==> src/hdl/att_pkg.sv <==
// Shared types and codes for the allocation tracking table.
package att_pkg;

  typedef struct packed {
    logic [1:0]         operation;
    logic [47:0]        address;
    logic [47:0]        new_address;
    logic [31:0]        alloc_size;
    logic [15:0]        elem_size;
    logic signed [31:0] elem_index;
  } in_item_t;

  typedef struct packed {
    logic [3:0]  status;
    logic [10:0] entry_index;
    logic [10:0] entry_count;
  } out_item_t;

  localparam logic [1:0] OP_ALLOC   = 2'd0;
  localparam logic [1:0] OP_FREE    = 2'd1;
  localparam logic [1:0] OP_REALLOC = 2'd2;
  localparam logic [1:0] OP_BOUNDS  = 2'd3;

  localparam logic [3:0] ST_ADDED       = 4'd0;
  localparam logic [3:0] ST_REUSED      = 4'd1;
  localparam logic [3:0] ST_FREED       = 4'd2;
  localparam logic [3:0] ST_DOUBLE_FREE = 4'd3;
  localparam logic [3:0] ST_NOT_FOUND   = 4'd4;
  localparam logic [3:0] ST_TABLE_FULL  = 4'd5;
  localparam logic [3:0] ST_IN_BOUNDS   = 4'd6;
  localparam logic [3:0] ST_OUT_BOUNDS  = 4'd7;
  localparam logic [3:0] ST_RESIZED     = 4'd8;

  localparam logic [2:0] WR_SHIFT  = 3'd0;
  localparam logic [2:0] WR_FREE   = 3'd1;
  localparam logic [2:0] WR_REUSE  = 3'd2;
  localparam logic [2:0] WR_RESIZE = 3'd3;
  localparam logic [2:0] WR_INSERT = 3'd4;

  typedef struct packed {
    logic       load;
    logic       lk_init;
    logic       key_new;
    logic       lk_read;
    logic       lk_cmp;
    logic       lk_miss;
    logic       rd_en;
    logic       rd_shift;
    logic       wr_en;
    logic [2:0] wr_sel;
    logic       sh_init;
    logic       sh_dec;
    logic       cnt_inc;
    logic       emit;
    logic       use_count;
    logic [3:0] status;
  } att_cmd_t;

  typedef struct packed {
    logic [1:0] op;
    logic       same_addr;
    logic       empty;
    logic       hit;
    logic       found;
    logic       freed;
    logic       full;
    logic       more;
    logic       oob;
  } att_stat_t;

endpackage

==> src/hdl/att_controller.sv <==
// Controller state machine of the allocation tracking table.
module att_controller import att_pkg::*; (
  input  logic      clk,
  input  logic      rst_n,
  input  logic      start,
  input  att_stat_t stat,
  output att_cmd_t  cmd,
  output logic      busy
);

  localparam logic [3:0] S_IDLE   = 4'd0;
  localparam logic [3:0] S_INIT   = 4'd1;
  localparam logic [3:0] S_LK_CHK = 4'd2;
  localparam logic [3:0] S_LK_CMP = 4'd3;
  localparam logic [3:0] S_DECIDE = 4'd4;
  localparam logic [3:0] S_SH_RD  = 4'd5;
  localparam logic [3:0] S_SH_WR  = 4'd6;
  localparam logic [3:0] S_INS    = 4'd7;
  localparam logic [3:0] S_EMIT   = 4'd8;

  logic [3:0] state_r, state_nxt;
  logic       phase_r, phase_nxt;
  logic [3:0] st_r, st_nxt;
  logic       uc_r, uc_nxt;
  logic       alloc_mode;

  assign alloc_mode = (stat.op == OP_ALLOC) || ((stat.op == OP_REALLOC) && phase_r);
  assign busy = state_r != S_IDLE;

  always_comb begin
    cmd       = '0;
    state_nxt = state_r;
    phase_nxt = phase_r;
    st_nxt    = st_r;
    uc_nxt    = uc_r;
    case (state_r)
      S_IDLE: begin
        if (start) begin
          cmd.load  = 1'b1;
          state_nxt = S_INIT;
        end
      end
      S_INIT: begin
        cmd.lk_init = 1'b1;
        phase_nxt   = 1'b0;
        state_nxt   = S_LK_CHK;
      end
      S_LK_CHK: begin
        if (stat.empty) begin
          cmd.lk_miss = 1'b1;
          state_nxt   = S_DECIDE;
        end else begin
          cmd.lk_read = 1'b1;
          cmd.rd_en   = 1'b1;
          state_nxt   = S_LK_CMP;
        end
      end
      S_LK_CMP: begin
        cmd.lk_cmp = 1'b1;
        state_nxt  = stat.hit ? S_DECIDE : S_LK_CHK;
      end
      S_DECIDE: begin
        state_nxt = S_EMIT;
        uc_nxt    = !stat.found;
        st_nxt    = ST_NOT_FOUND;
        if (alloc_mode) begin
          if (stat.found) begin
            cmd.wr_en  = 1'b1;
            cmd.wr_sel = WR_REUSE;
            st_nxt     = ST_REUSED;
          end else if (stat.full) begin
            st_nxt = ST_TABLE_FULL;
          end else begin
            cmd.sh_init = 1'b1;
            state_nxt   = S_SH_RD;
          end
        end else begin
          case (stat.op)
            OP_FREE: begin
              if (stat.found) begin
                if (stat.freed) begin
                  st_nxt = ST_DOUBLE_FREE;
                end else begin
                  cmd.wr_en  = 1'b1;
                  cmd.wr_sel = WR_FREE;
                  st_nxt     = ST_FREED;
                end
              end
            end
            OP_REALLOC: begin
              if (stat.same_addr) begin
                if (stat.found) begin
                  cmd.wr_en  = 1'b1;
                  cmd.wr_sel = WR_RESIZE;
                  st_nxt     = ST_RESIZED;
                end
              end else begin
                // Moving realloc: retire the old entry, then look up the new address.
                cmd.wr_en   = stat.found;
                cmd.wr_sel  = WR_FREE;
                cmd.lk_init = 1'b1;
                cmd.key_new = 1'b1;
                phase_nxt   = 1'b1;
                state_nxt   = S_LK_CHK;
              end
            end
            default: begin
              if (stat.found) begin
                st_nxt = stat.oob ? ST_OUT_BOUNDS : ST_IN_BOUNDS;
              end
            end
          endcase
        end
      end
      S_SH_RD: begin
        if (stat.more) begin
          cmd.rd_en    = 1'b1;
          cmd.rd_shift = 1'b1;
          state_nxt    = S_SH_WR;
        end else begin
          state_nxt = S_INS;
        end
      end
      S_SH_WR: begin
        cmd.wr_en  = 1'b1;
        cmd.wr_sel = WR_SHIFT;
        cmd.sh_dec = 1'b1;
        state_nxt  = S_SH_RD;
      end
      S_INS: begin
        cmd.wr_en   = 1'b1;
        cmd.wr_sel  = WR_INSERT;
        cmd.cnt_inc = 1'b1;
        st_nxt      = ST_ADDED;
        uc_nxt      = 1'b0;
        state_nxt   = S_EMIT;
      end
      S_EMIT: begin
        cmd.emit      = 1'b1;
        cmd.status    = st_r;
        cmd.use_count = uc_r;
        state_nxt     = S_IDLE;
      end
      default: begin
        state_nxt = S_IDLE;
      end
    endcase
  end

  always_ff @(posedge clk) begin
    if (!rst_n) begin
      state_r <= S_IDLE;
      phase_r <= 1'b0;
      st_r    <= ST_ADDED;
      uc_r    <= 1'b0;
    end else begin
      state_r <= state_nxt;
      phase_r <= phase_nxt;
      st_r    <= st_nxt;
      uc_r    <= uc_nxt;
    end
  end

endmodule

==> config.mk <==
export PLATFORM = sky130hd
export DESIGN_NAME = att_controller
export DESIGN_NICKNAME = d
export VERILOG_FILES = /design/src/hdl/att_pkg.sv /design/src/hdl/att_controller.sv
export SDC_FILE = /design/constraint.sdc
export NUM_CORES = 1
export LEC_CHECK = 0
export ABC_AREA = 1
export BUFFER_PORTS_ARGS = -buffer_cell sky130_fd_sc_hd__buf_2
export CAP_MARGIN = 20
export CORE_MARGIN = 2
export CORE_UTILIZATION = 50
export CTS_CLUSTER_DIAMETER = 80
export DETAILED_ROUTE_END_ITERATION = 10
export PLACE_DENSITY = 0.89
export SYNTH_ARGS = -nofsm -noshare
export SYNTH_HDL_FRONTEND = slang
export SYNTH_SLANG_ARGS = --single-unit
==> constraint.sdc <==
create_clock -name clk -period 2.8 [get_ports clk]
set_input_delay 0.14 -clock clk [delete_from_list [all_inputs] [get_ports clk]]
set_output_delay 0.14 -clock clk [all_outputs]
set_load 0.005 [all_outputs]
==> impl_results.md, run 1 <==
- Run status: completed
- Layout fillers: between 150 and 200
- Hold/Removal Path Class: primary input to register
- Sum Neg Setup Slack: 0 ns
- Placement Rows: 14
- Dpl ws: 1.327 ns
- Top-count cell post-synth: nand2_1
- Clk_lat worst skew: around 0.28 ns
- Relative slew margins: between 80% and 90%
- Clock sink count: 10
- Synth Warn #: 0
- Number of synthesized flops with an enable pin: 0
- Minimum period implied by the final worst setup slack: between 1.5 and 2 ns
- Share of cells above drive strength 1: 34.64%
- Clock buffer depth: 2
- Leakage: ~0.6 nW
- Measured slew at the worst slew-check pin: roughly 0.29 ns
- Commonest cells post-synth: nand2_1, inv_1, nor2_1
- Final setup viols: 0
- CTS Hold Bufs: 0
- Fmax: 0.6010 GHz
- Fin nets: ~200
- I/O pins: 35
- Largest net degree at the start of global routing: 10
- First-pass GRT wire length: about 3.5 mm
- Final slew viol count: 0
- Psw: around 0.00023 W
- Power per standard cell area: between 500 and 600 nW/um^2
- Crit-path max FO: 5
- Max cap viols: 0
- Crit path capture type: output pin
- GRT Util Overall: a little under a quarter
- ANT cells: 0
- Clock-pin slew on the worst setup and hold paths: 0.08 ns
- Hold Fails Final Rpt: 0
- Syn_nets: between 150 and 200
- RSZ-0062 raised after global routing: no
- Die Height: 45.04 microns
- DR iter-0 viols: 21
- Synth Flop Type: dfxtp_1
- Startpoint class of the critical path: register
- Htree depth: 1
- Synth-to-Final Area Change: 26.00%
- Peak supply drop: around 350 uV
- Critical setup path kind: register to output pin
- Routability cong.: approximately 0.84
- Die Area: slightly above 2000 sq um
- # port buffers: 34
- Fin crit share: about three fifths
- Flops & latches, synth: 10
- Die W: around 45 microns
- Vias in the first global route: about 890
- R2r startpoint: state_r[0]
- Data required, critical path: roughly 2.7 ns
- Sequential power share: 32.1%
- Sequential area share after synthesis: 23.77%
- Placement Cell Area: between 1000 and 1500 sq um
- Flip-flop and latch area: roughly 200 sq um
- Worst Hold Launch: start
- Post-CTS Resized: 0
- Final WL: ~2.2 mm
- Routed Antenna Nets: 0
- Netlist cell types: 22
- Via count: a little over 1,000
- Area of the multi-input gates: 510.5 sq um
- Comb power frac: a little over two fifths
- CTS Buf Count: 3
- Clock Power Share: about a quarter
- Post-CTS Repair Setup Buffers: 0
- Fraction of registers with async set or reset after synthesis: 0%
- Layout Skew: around 0.0058 ns
- Core Area: about 1500 sq um
- Worst Hold Path Cells: 3
- Fin Hold WS: about 0.20 ns
- Internal Power: 0.0003202 W
- R2R depth: 5
- Synth top area share: a little under a quarter
- Avg Inst Size Synth: around 5.9 sq um
- Via density: approximately 5.2
- Total congestion overflow: 0
- Fin area: around 1100 sq um
- Hold endpoint: state_r[3]
- FF-to-FF setup slack: 1.54 ns
- DRC: 0
- Worst Path Arrival: roughly 1.5 ns
- Detail Placement HPWL: 1.688 mm
- Largest area contributor in the netlist: dfxtp_1
- Antenna violations before repair: 0
- Starting density of the core: 54.63%
- Final worst setup slack: about 1.1 ns
- CTS tree: done
- Post-Syn Area: about 840 sq um
- Synth Instances: approximately 140
- Sw Share: 41.71%
- Routed WL per cell: 11.40 microns
- Root Buffer: clkbuf_4
- Cells taking the most area after synthesis: dfxtp_1, nand2_1, inv_1, nor2_1, a21oi_1
- DR pass1 iterations: 4
- R2r endpoint: state_r[2]
- Final total power: ~0.00055 W
state kept, by name, summed over array words and instances (netlist names):
register  cells
uc_r          1
phase_r       1
st_r          4
state_r       4
cell type report:
cell class | instances | area share, %
inverters | 33 | 11.67
clock buffers | 4 | 3.420
flip-flops and latches | 10 | 18.87
well taps | 16 | 1.887
repair buffers | 34 | 16.04
multi-input cells | 98 | 48.11
worst max-delay path, cell delays in order (launching register included):
cell	delay, ns
dfxtp_1	0.34
inv_1	0.10
nand2_1	0.16
nor2_4	0.26
nand2_4	0.12
a21oi_1	0.15
buf_2	0.12
stage by stage:
stage                     cells  utilization, %
final                       195           68.83
after global routing        195           68.83
after CTS                   195           68.83
after detailed placement    191           66.48
after global placement      191           66.48
after floorplan             142               -
logic make-up (layout without fill, tap and decap cells):
family | after synthesis | after routing | synth area share (%)
adder cells (fa/ha/maj) | 3 | 3 | 4.458
flip-flops | 10 | 10 | 23.77
AND/OR/NAND/NOR | 80 | 80 | 47.10
buffers and inverters | 34 | 71 | 15.60
AO/OA/AOI/OAI | 15 | 15 | 9.064
power groups by stage:
| stage | Combinational [W] | Sequential [W] | Clock (W) |
|---|---|---|---|
| after floorplan | 0.000163 | 0.000175 | 0 |
| after global placement | 0.000223 | 0.000177 | 0 |
| final | 0.000236 | 0.000176 | 0.000137 |
| after detailed placement | 0.000231 | 0.000179 | 0 |
| after CTS | 0.000233 | 0.000176 | 0.000138 |
| after global routing | 0.000263 | 0.000178 | 0.000143 |
how the worst max path moves through the flow:
stage / from / endpoint / slack, ns / cells past startpoint
CTS: state_r[0] / cmd[9] / 1.15 / 6
detailed placement: stat[8] / cmd[9] / 1.33 / 9
global placement: stat[8] / cmd[9] / 1.39 / 9
finish: state_r[0] / cmd[9] / 1.14 / 6
floorplan: stat[8] / cmd[9] / 1.61 / 7
global route: state_r[1] / cmd[9] / 1.06 / 6
layout by cell type, fill, tap and decap left out:
cell / instances
buf_2: 34
nand2_1: 29
inv_1: 22
nor2_1: 22
nand3_1: 10
a21oi_1: 10
dfxtp_1: 10
inv_2: 9
nor2_4: 4
nand2_2: 4
nor2_2: 3
o21ai_1: 3
ha_1: 3
clkbuf_4: 3
nand2_4: 2
nor3_1: 2
clkinv_1: 2
nand3_2: 1
o21ai_0: 1
a31oi_1: 1
nor3_2: 1
nand4_1: 1
nand3b_1: 1
clkbuf_8: 1
per-layer routing:
| metal | vias to the layer above | global-route usage, % | routed length, microns |
|---|---|---|---|
| li1 | 505 | - | - |
| met1 | 454 | 25.31 | 856 |
| met2 | 52 | 45.14 | 1136 |
| met3 | 11 | 2.400 | 172 |
| met4 | 0 | 10.59 | 57 |
| met5 | - | 0 | 0 |
(Power assumes the default switching activity.)
==> run 2, diff against run 1 <==
--- a/config.mk
+++ b/config.mk
@@ -9,10 +9,10 @@
 export BUFFER_PORTS_ARGS = -buffer_cell sky130_fd_sc_hd__buf_2
 export CAP_MARGIN = 20
 export CORE_MARGIN = 2
-export CORE_UTILIZATION = 50
+export CORE_UTILIZATION = 42
 export CTS_CLUSTER_DIAMETER = 80
 export DETAILED_ROUTE_END_ITERATION = 10
-export PLACE_DENSITY = 0.89
+export PLACE_DENSITY = 0.8
 export SYNTH_ARGS = -nofsm -noshare
 export SYNTH_HDL_FRONTEND = slang
 export SYNTH_SLANG_ARGS = --single-unit
==> constraint.sdc (replaced) <==
create_clock -name clk -period 1.35 [get_ports clk]
set_input_delay 0.0675 -clock clk [delete_from_list [all_inputs] [get_ports clk]]
set_output_delay 0.0675 -clock clk [all_outputs]
set_load 0.005 [all_outputs]
==> impl_results.md, run 2 (synthesis gave the netlist of run 1 again) <==
- CP delay by family, top: flip-flops (was simple AND/OR/NAND/NOR gates)
- Detail Placement HPWL: 1.670 mm (was 1.688 mm)
- Final slew viol count: 0 (unchanged)
- Synth-to-Final Area Change: 50.22% (was 26.00%)
- Relative slew margins: 77.94% (was 80.30%)
- Data required, critical path: 1.28 ns (was 2.66 ns)
- Clock sink count: 10 (unchanged)
- Htree depth: 1 (unchanged)
- Routed WL per cell: 10.96 microns (was 11.40 microns)
- Largest net degree at the start of global routing: 8 (was 10)
- Core Area: 1922 sq um (was 1541 sq um)
- Fmax: slightly above 0.7 GHz
- Commonest non-fill, non-tap cell in the layout: buf_2 (unchanged)
- CTS tree: done (unchanged)
- Buf+Inv Stages, Crit Path: 2 (unchanged)
- Worst Path Arrival: 1.35 ns (was 1.52 ns)
- DR top layer: met4 (unchanged)
- Total congestion overflow: 0 (unchanged)
- Routability cong.: 0.8910 (was 0.8425)
- Critical setup path kind: register to output pin (unchanged)
- Core Util, Final: 65.82% (was 68.83%)
- I/O pins: 35 (unchanged)
- Minimum period implied by the final worst setup slack: about 1.4 ns
- Routed Antenna Nets: 0 (unchanged)
- Clock buffer depth: 2 (unchanged)
- Fin Hold WS: 0.08132 ns (was 0.1980 ns)
- Power per standard cell area: 1014 nW/um^2 (was 517.8 nW/um^2)
- Fin nets: 213 (was 196)
- Die Height: 48.78 microns (was 45.04 microns)
- Clock-pin slew on the worst setup and hold paths: 0.07 ns (was 0.08 ns)
- DR iter-0 viols: 36 (was 21)
- Fin crit share: 105.0%
- Met1 wire length: 1.017 mm (was 856 microns)
- Vias in the first global route: 931 (was 893)
- GRT Util Overall: 19.69% (was 23.51%)
- Critical Path Max Stage Delay: 0.39 ns (was 0.34 ns)
- Share of cells above drive strength 1: 50.26% (was 34.64%)
- Max cap viols: 0 (unchanged)
- Leakage: 0.7044 nW (was 0.6152 nW)
- Starting density of the core: 43.82% (was 54.63%)
- Run status: finished, violations left (was completed)
- Met2 wire length: 1.204 mm (was 1.136 mm)
- ANT cells: 0 (unchanged)
- Placement Rows: 16 (was 14)
- Startpoint class of the critical path: register (unchanged)
- Final worst setup slack: -0.06697 ns (was 1.136 ns)
- Hold/Removal Path Class: primary input to register (unchanged)
- Final WL: 2.434 mm (was 2.223 mm)
- Dpl ws: 0.07340 ns (was 1.327 ns)
- Largest regs: st_r (4), state_r (4) (unchanged)
- # port buffers: 34 (unchanged)
- DR WL met3: 163 microns (was 172 microns)
- Failing checks: negative setup slack
- First-pass GRT wire length: 3.643 mm (was 3.532 mm)
- Antenna violations before repair: 0 (unchanged)
- CP max-delay cell: dfxtp_4 (was dfxtp_1)
- RSZ-0062 raised after global routing: yes (was no)
- Measured slew at the worst slew-check pin: 0.3283 ns (was 0.2936 ns)
- DR pass1 iterations: 4 (unchanged)
- Peak supply drop: 684.0 uV (was 348.3 uV)
- Crit-path max FO: 5 (unchanged)
- Hold Fails Final Rpt: 0 (unchanged)
- Final setup viols: 5 (was 0)
- CTS Buf Count: 3 (unchanged)
- Root Buffer: clkbuf_4 (unchanged)
- Layout Skew: 0.01131 ns (was 0.005828 ns)
- Die W: 48.78 microns (was 45.04 microns)
- Via count: 1,067 (was 1,022)
- Crit path capture type: output pin (unchanged)
- DRC: 0 (unchanged)
- Via density: 4.806 (was 5.241)
- Critical Path, Cell by Cell: inv_2 -> nor2_4 -> nand2_2 -> nor2_4 -> nand2_2 -> a21oi_2 -> buf_2 (was inv_1 -> nand2_1 -> nor2_4 -> nand2_4 -> a21oi_1 -> buf_2)
- Die Area: 2379 sq um (was 2028 sq um)
- Clk_lat worst skew: 0.28 ns (about the same)
- Commonest cells after routing, fill and taps aside: buf_2, nand2_1, inv_1 (was buf_2, nand2_1, inv_1, nor2_1)
==> run 2: metal layers <==
metal,vias up,track usage [%]
met4,0,14.76
li1,543,-
met3,5,3.067
met2,42,32.19
met5,-,0
met1,477,23.14
==> run 2: timing repair <==
action | CTS | global route
pin swaps | 5 | 8
buffers inserted | 7 | 8
hold buffers | 0 | 0
endpoints found under the setup margin | 14 | 18
resized for setup | 11 | 17
endpoints found under the hold margin | 0 | 0
==> run 2: final cells by class <==
| cell class | count | area, sq um |
|---|---|---|
| fillers | 168 | 656.9 |
| multi-input cells | 98 | 564.3 |
| repair buffers | 51 | 304.0 |
| flip-flops and latches | 10 | 211.5 |
| inverters | 33 | 128.9 |
| well taps | 27 | 33.78 |
| clock buffers | 3 | 22.52 |
==> run 2: final timing paths <==
path	startpoint	to	slack, ns	cells past startpoint
setup / recovery	state_r[2]	cmd[9]	-0.07	7
hold / removal	rst_n	st_r[2]	0.08	3
setup reg to reg	state_r[3]	state_r[0]	0.04	7
hold reg to reg	st_r[0]	st_r[0]	0.46	2
==> run 2: tightest hold or removal path, stage by stage <==
cell,delay (ns)
buf_2,0.10
clkinv_1,0.10
a21oi_1,0.05
==> run 2: metrics by stage <==
step | setup TNS [ns] | area, sq um | instances | power (W)
finish | -0.1796 | 1265 | 222 | 0.001282
global route | -1.248 | 1265 | 222 | 0.001360
CTS | -0.06385 | 1152 | 214 | 0.001163
detailed placement | 0 | 1054 | 204 | 0.0008560
global placement | 0 | 1054 | 204 | 0.0008379
floorplan | 0 | 842.1 | 142 | 0.0007006
==> run 2: where the power goes <==
group          leakage, nW  internal (W)  switching, W
clock network       0.0138      0.000104      0.000114
registers           0.0838      0.000334     0.0000337
logic                0.607      0.000290      0.000407
==> run 3, diff against run 2 <==
--- a/config.mk
+++ b/config.mk
@@ -5,14 +5,14 @@
 export SDC_FILE = /design/constraint.sdc
 export NUM_CORES = 1
 export LEC_CHECK = 0
-export ABC_AREA = 1
+export ABC_AREA = 0
 export BUFFER_PORTS_ARGS = -buffer_cell sky130_fd_sc_hd__buf_2
 export CAP_MARGIN = 20
 export CORE_MARGIN = 2
-export CORE_UTILIZATION = 42
+export CORE_UTILIZATION = 44
 export CTS_CLUSTER_DIAMETER = 80
 export DETAILED_ROUTE_END_ITERATION = 10
-export PLACE_DENSITY = 0.8
+export PLACE_DENSITY = 0.82
 export SYNTH_ARGS = -nofsm -noshare
 export SYNTH_HDL_FRONTEND = slang
 export SYNTH_SLANG_ARGS = --single-unit
==> impl_results.md, run 3 <==
- Run status: finished, violations left (unchanged)
- Failing checks: negative setup slack (unchanged)
- Clock Power Share: 21.5% (was 17.0%)
- DR iter-0 viols: 52 (was 36)
- Syn_nets: 127 (was 158)
- CP delay by family, top: simple AND/OR/NAND/NOR gates (was flip-flops)
- Flip-flop and latch area: 219.0 sq um (was 211.5 sq um)
- Relative slew margins: 66.58% (was 77.94%)
- Clk_lat worst skew: 0.27 ns (was 0.28 ns)
- Comb power frac: 48.2% (was 54.3%)
- I/O pins: 35 (unchanged)
- Synth Instances: 111 (was 142)
- Critical Path Max Stage Delay: 0.49 ns (was 0.39 ns)
- Total congestion overflow: 0 (unchanged)
- Crit-path max FO: 6 (was 5)
- Clock sink count: 10 (unchanged)
- Sw Share: 38.09% (was 43.27%)
- Sequential area share after synthesis: 21.36% (was 23.77%)
- Final slew viol count: 0 (unchanged)
- Detail Placement HPWL: 1.939 mm (was 1.670 mm)
- Hold Fails Final Rpt: 0 (unchanged)
- CTS Buf Count: 3 (unchanged)
- DRC: 0 (unchanged)
- Sequential power share: 30.3% (was 28.7%)
- Routed WL per cell: 20.14 microns (was 10.96 microns)
- Root Buffer: clkbuf_4 (unchanged)
- Layout fillers: 105 (was 168)
- Via count: 1,233 (was 1,067)
- Final setup viols: 29 (was 5)
- Final worst setup slack: -0.2586 ns (was -0.06697 ns)
- Crit path capture type: output pin (unchanged)
- Synth top area share: 21.36% (was 23.77%)
- Largest regs: st_r (4), state_r (4) (unchanged)
- GR Util met1: 39.26% (was 23.14%)
- Top-count cell post-synth: dfxtp_1 (was nand2_1)
- R2R depth: 4 (was 7)
- Post-Syn Area: 937.1 sq um (was 842.1 sq um)
- Psw: 0.0004108 W (was 0.0005548 W)
- GRT Util Overall: 32.39% (was 19.69%)
- CP max-delay cell: or4b_4 (was dfxtp_4)
- Final total power: 0.001079 W (was 0.001282 W)
- First-pass GRT wire length: 6.120 mm (was 3.643 mm)
- CTS Hold Bufs: 0 (unchanged)
- Synth Flop Type: dfxtp_1 (unchanged)
- Flops & latches, synth: 10 (unchanged)
- Peak supply drop: 550.1 uV (was 684.0 uV)
- Buf+Inv Stages, Crit Path: 2 (unchanged)
- Commonest cells post-synth: dfxtp_1, nand2_1, and2_1, inv_1 (was nand2_1, inv_1, nor2_1)
- Fmax: 0.6216 GHz (was 0.7057 GHz)
- Worst Hold Path Cells: 2 (was 3)
- Die Height: 50.15 microns (was 48.78 microns)
- Die Area: 2515 sq um (was 2379 sq um)
- CTS tree: done (unchanged)
- Data required, critical path: 1.28 ns (about the same)
- Startpoint class of the critical path: register (unchanged)
- Vias in the first global route: 1,173 (was 931)
- Antenna violations before repair: 0 (unchanged)
- Routed Antenna Nets: 0 (unchanged)
- Netlist cell types: 51 (was 22)
- Max cap viols: 0 (unchanged)
- Die W: 50.15 microns (was 48.78 microns)
- # port buffers: 34 (unchanged)
- Leakage: 0.7577 nW (was 0.7044 nW)
- DR pass1 iterations: 4 (unchanged)
- Avg Inst Size Synth: 8.443 sq um (was 5.930 sq um)
- Share of cells above drive strength 1: 70.45% (was 50.26%)
- Largest net degree at the start of global routing: 16 (was 8)
- Fin nets: 194 (was 213)
- Number of synthesized flops with an enable pin: 0 (unchanged)
- Power per standard cell area: 643.3 nW/um^2 (was 1014 nW/um^2)
- Synth-to-Final Area Change: 78.91% (was 50.22%)
- ANT cells: 0 (unchanged)
- Internal Power: 0.0006677 W (was 0.0007274 W)
- RSZ-0062 raised after global routing: yes (unchanged)
- Routing usage on met3: 3.869% (was 3.067%)
- Most Crowded Layer GR: met2 (unchanged)
- Synth Warn #: 0 (unchanged)
- Minimum period implied by the final worst setup slack: 1.609 ns (was 1.417 ns)
- Via density: 6.074 (was 4.806)
- Final WL: 4.088 mm (was 2.434 mm)
- Levels on crit path: 4 (was 7)
- Placement Rows: 16 (unchanged)
- Commonest cells after routing, fill and taps aside: buf_2, buf_4, buf_6 (was buf_2, nand2_1, inv_1)
- Clock-pin slew on the worst setup and hold paths: 0.09 ns (was 0.07 ns)
- Critical Path, Cell by Cell: buf_6 -> or4b_4 -> nand2_2 -> buf_2 (was inv_2 -> nor2_4 -> nand2_2 -> nor2_4 -> nand2_2 -> a21oi_2 -> buf_2)
- Fraction of registers with async set or reset after synthesis: 0% (unchanged)
- Starting density of the core: 47.29% (was 43.82%)
- Htree depth: 1 (unchanged)
- Dpl ws: -0.06589 ns (was 0.07340 ns)
- Area of the multi-input gates: 859.6 sq um (was 564.3 sq um)
- Cells taking the most area after synthesis: dfxtp_1, nor4b_4, and2_1, ha_1, nand2_1 (was dfxtp_1, nand2_1, inv_1, nor2_1, a21oi_1)
- Routability cong.: 0.9472 (was 0.8910)
- Worst Path Arrival: 1.54 ns (was 1.35 ns)
- M2 GR Usage: 53.51% (was 32.19%)
- Core Area: 1982 sq um (was 1922 sq um)
- Largest area contributor in the netlist: dfxtp_1 (unchanged)
- Commonest non-fill, non-tap cell in the layout: buf_2 (unchanged)
- Hold/Removal Path Class: primary input to register (unchanged)
- Measured slew at the worst slew-check pin: 0.4936 ns (was 0.3283 ns)
- Layout Skew: 0.01230 ns (was 0.01131 ns)
- Critical setup path kind: register to output pin (unchanged)
- Fin crit share: 119.2% (was 105.0%)
- Clock buffer depth: 2 (unchanged)
-- run 3: cell types whose count changed after synthesis, moves of 4 or more --
cell     previous run  this run
a21oi_1            10         3
and2_1              0         6
inv_1              22         6
inv_2               9         0
nand2_1            29         7
nand2_2             4         0
nand3_1            10         3
nor2_1             22         5
nor2_4              4         0
nor2b_1             0         4
o21ai_0             1         5
-- run 3: kinds of logic after synthesis --
logic type	synth area share (%)
XOR/XNOR	0.9348
buffers and inverters	8.544
adder cells (fa/ha/maj)	4.006
AND/OR/NAND/NOR	40.45
AO/OA/AOI/OAI	24.70
flip-flops	21.36
-- run 3: final timing paths --
kind,startpoint,to,slack [ns]
worst max-delay path,state_r[0],cmd[19],-0.26
worst min-delay path,rst_n,uc_r,0.14
worst max register to register,state_r[1],state_r[2],-0.15
worst min register to register,uc_r,uc_r,0.46
-- run 3: final cells by class --
type / count / share of cell area (%)
inverters: 6 / 1.343
repair buffers: 70 / 30.97
clock buffers: 3 / 1.343
flip-flops and latches: 10 / 13.06
well taps: 27 / 2.015
multi-input cells: 87 / 51.27
-- run 3: per-layer routing --
metal	vias to the layer above	wire length (microns)
met5	-	0
met4	0	182
met3	20	270
met2	90	2026
met1	580	1608
li1	543	-
-- run 3: timing repair --
| action | in CTS | in global routing |
|---|---|---|
| setup buffers | 13 | 7 |
| gates cloned | 0 | 0 |
| endpoints found under the hold margin | 0 | 0 |
| pin swaps | 17 | 15 |
| endpoints found under the setup margin | 31 | 32 |
| gates resized for setup | 45 | 40 |
-- run 3: worst reg2reg max path: stages, from the launching register on --
cell      delay (ns)
dfxtp_4         0.40
buf_6           0.15
or4_4           0.51
nand3b_1        0.23
a31oi_1         0.08
-- run 3: power by group through the flow --
stage	sequential, W	combinational (W)	clock (W)
after global placement	0.000336	0.000276	0
after global routing	0.000328	0.000547	0.000249
after detailed placement	0.000339	0.000282	0
after CTS	0.000323	0.000394	0.000209
final	0.000327	0.000520	0.000231
after floorplan	0.000320	0.000173	0
-- run 3: stage by stage --
step	cell area, sq um	cells	hold WS [ns]	util [%]	TNS [ns]
2_1_floorplan	937.1	111	0.1691	-	0
3_3_place_gp	1219	182	0.3982	61.49	-0.07768
3_5_place_dp	1219	182	0.3980	61.49	-0.3383
4_1_cts	1479	196	0.1330	74.62	-1.535
5_1_grt	1677	203	0.1290	84.60	-4.690
6_report	1677	203	0.1356	84.60	-3.441
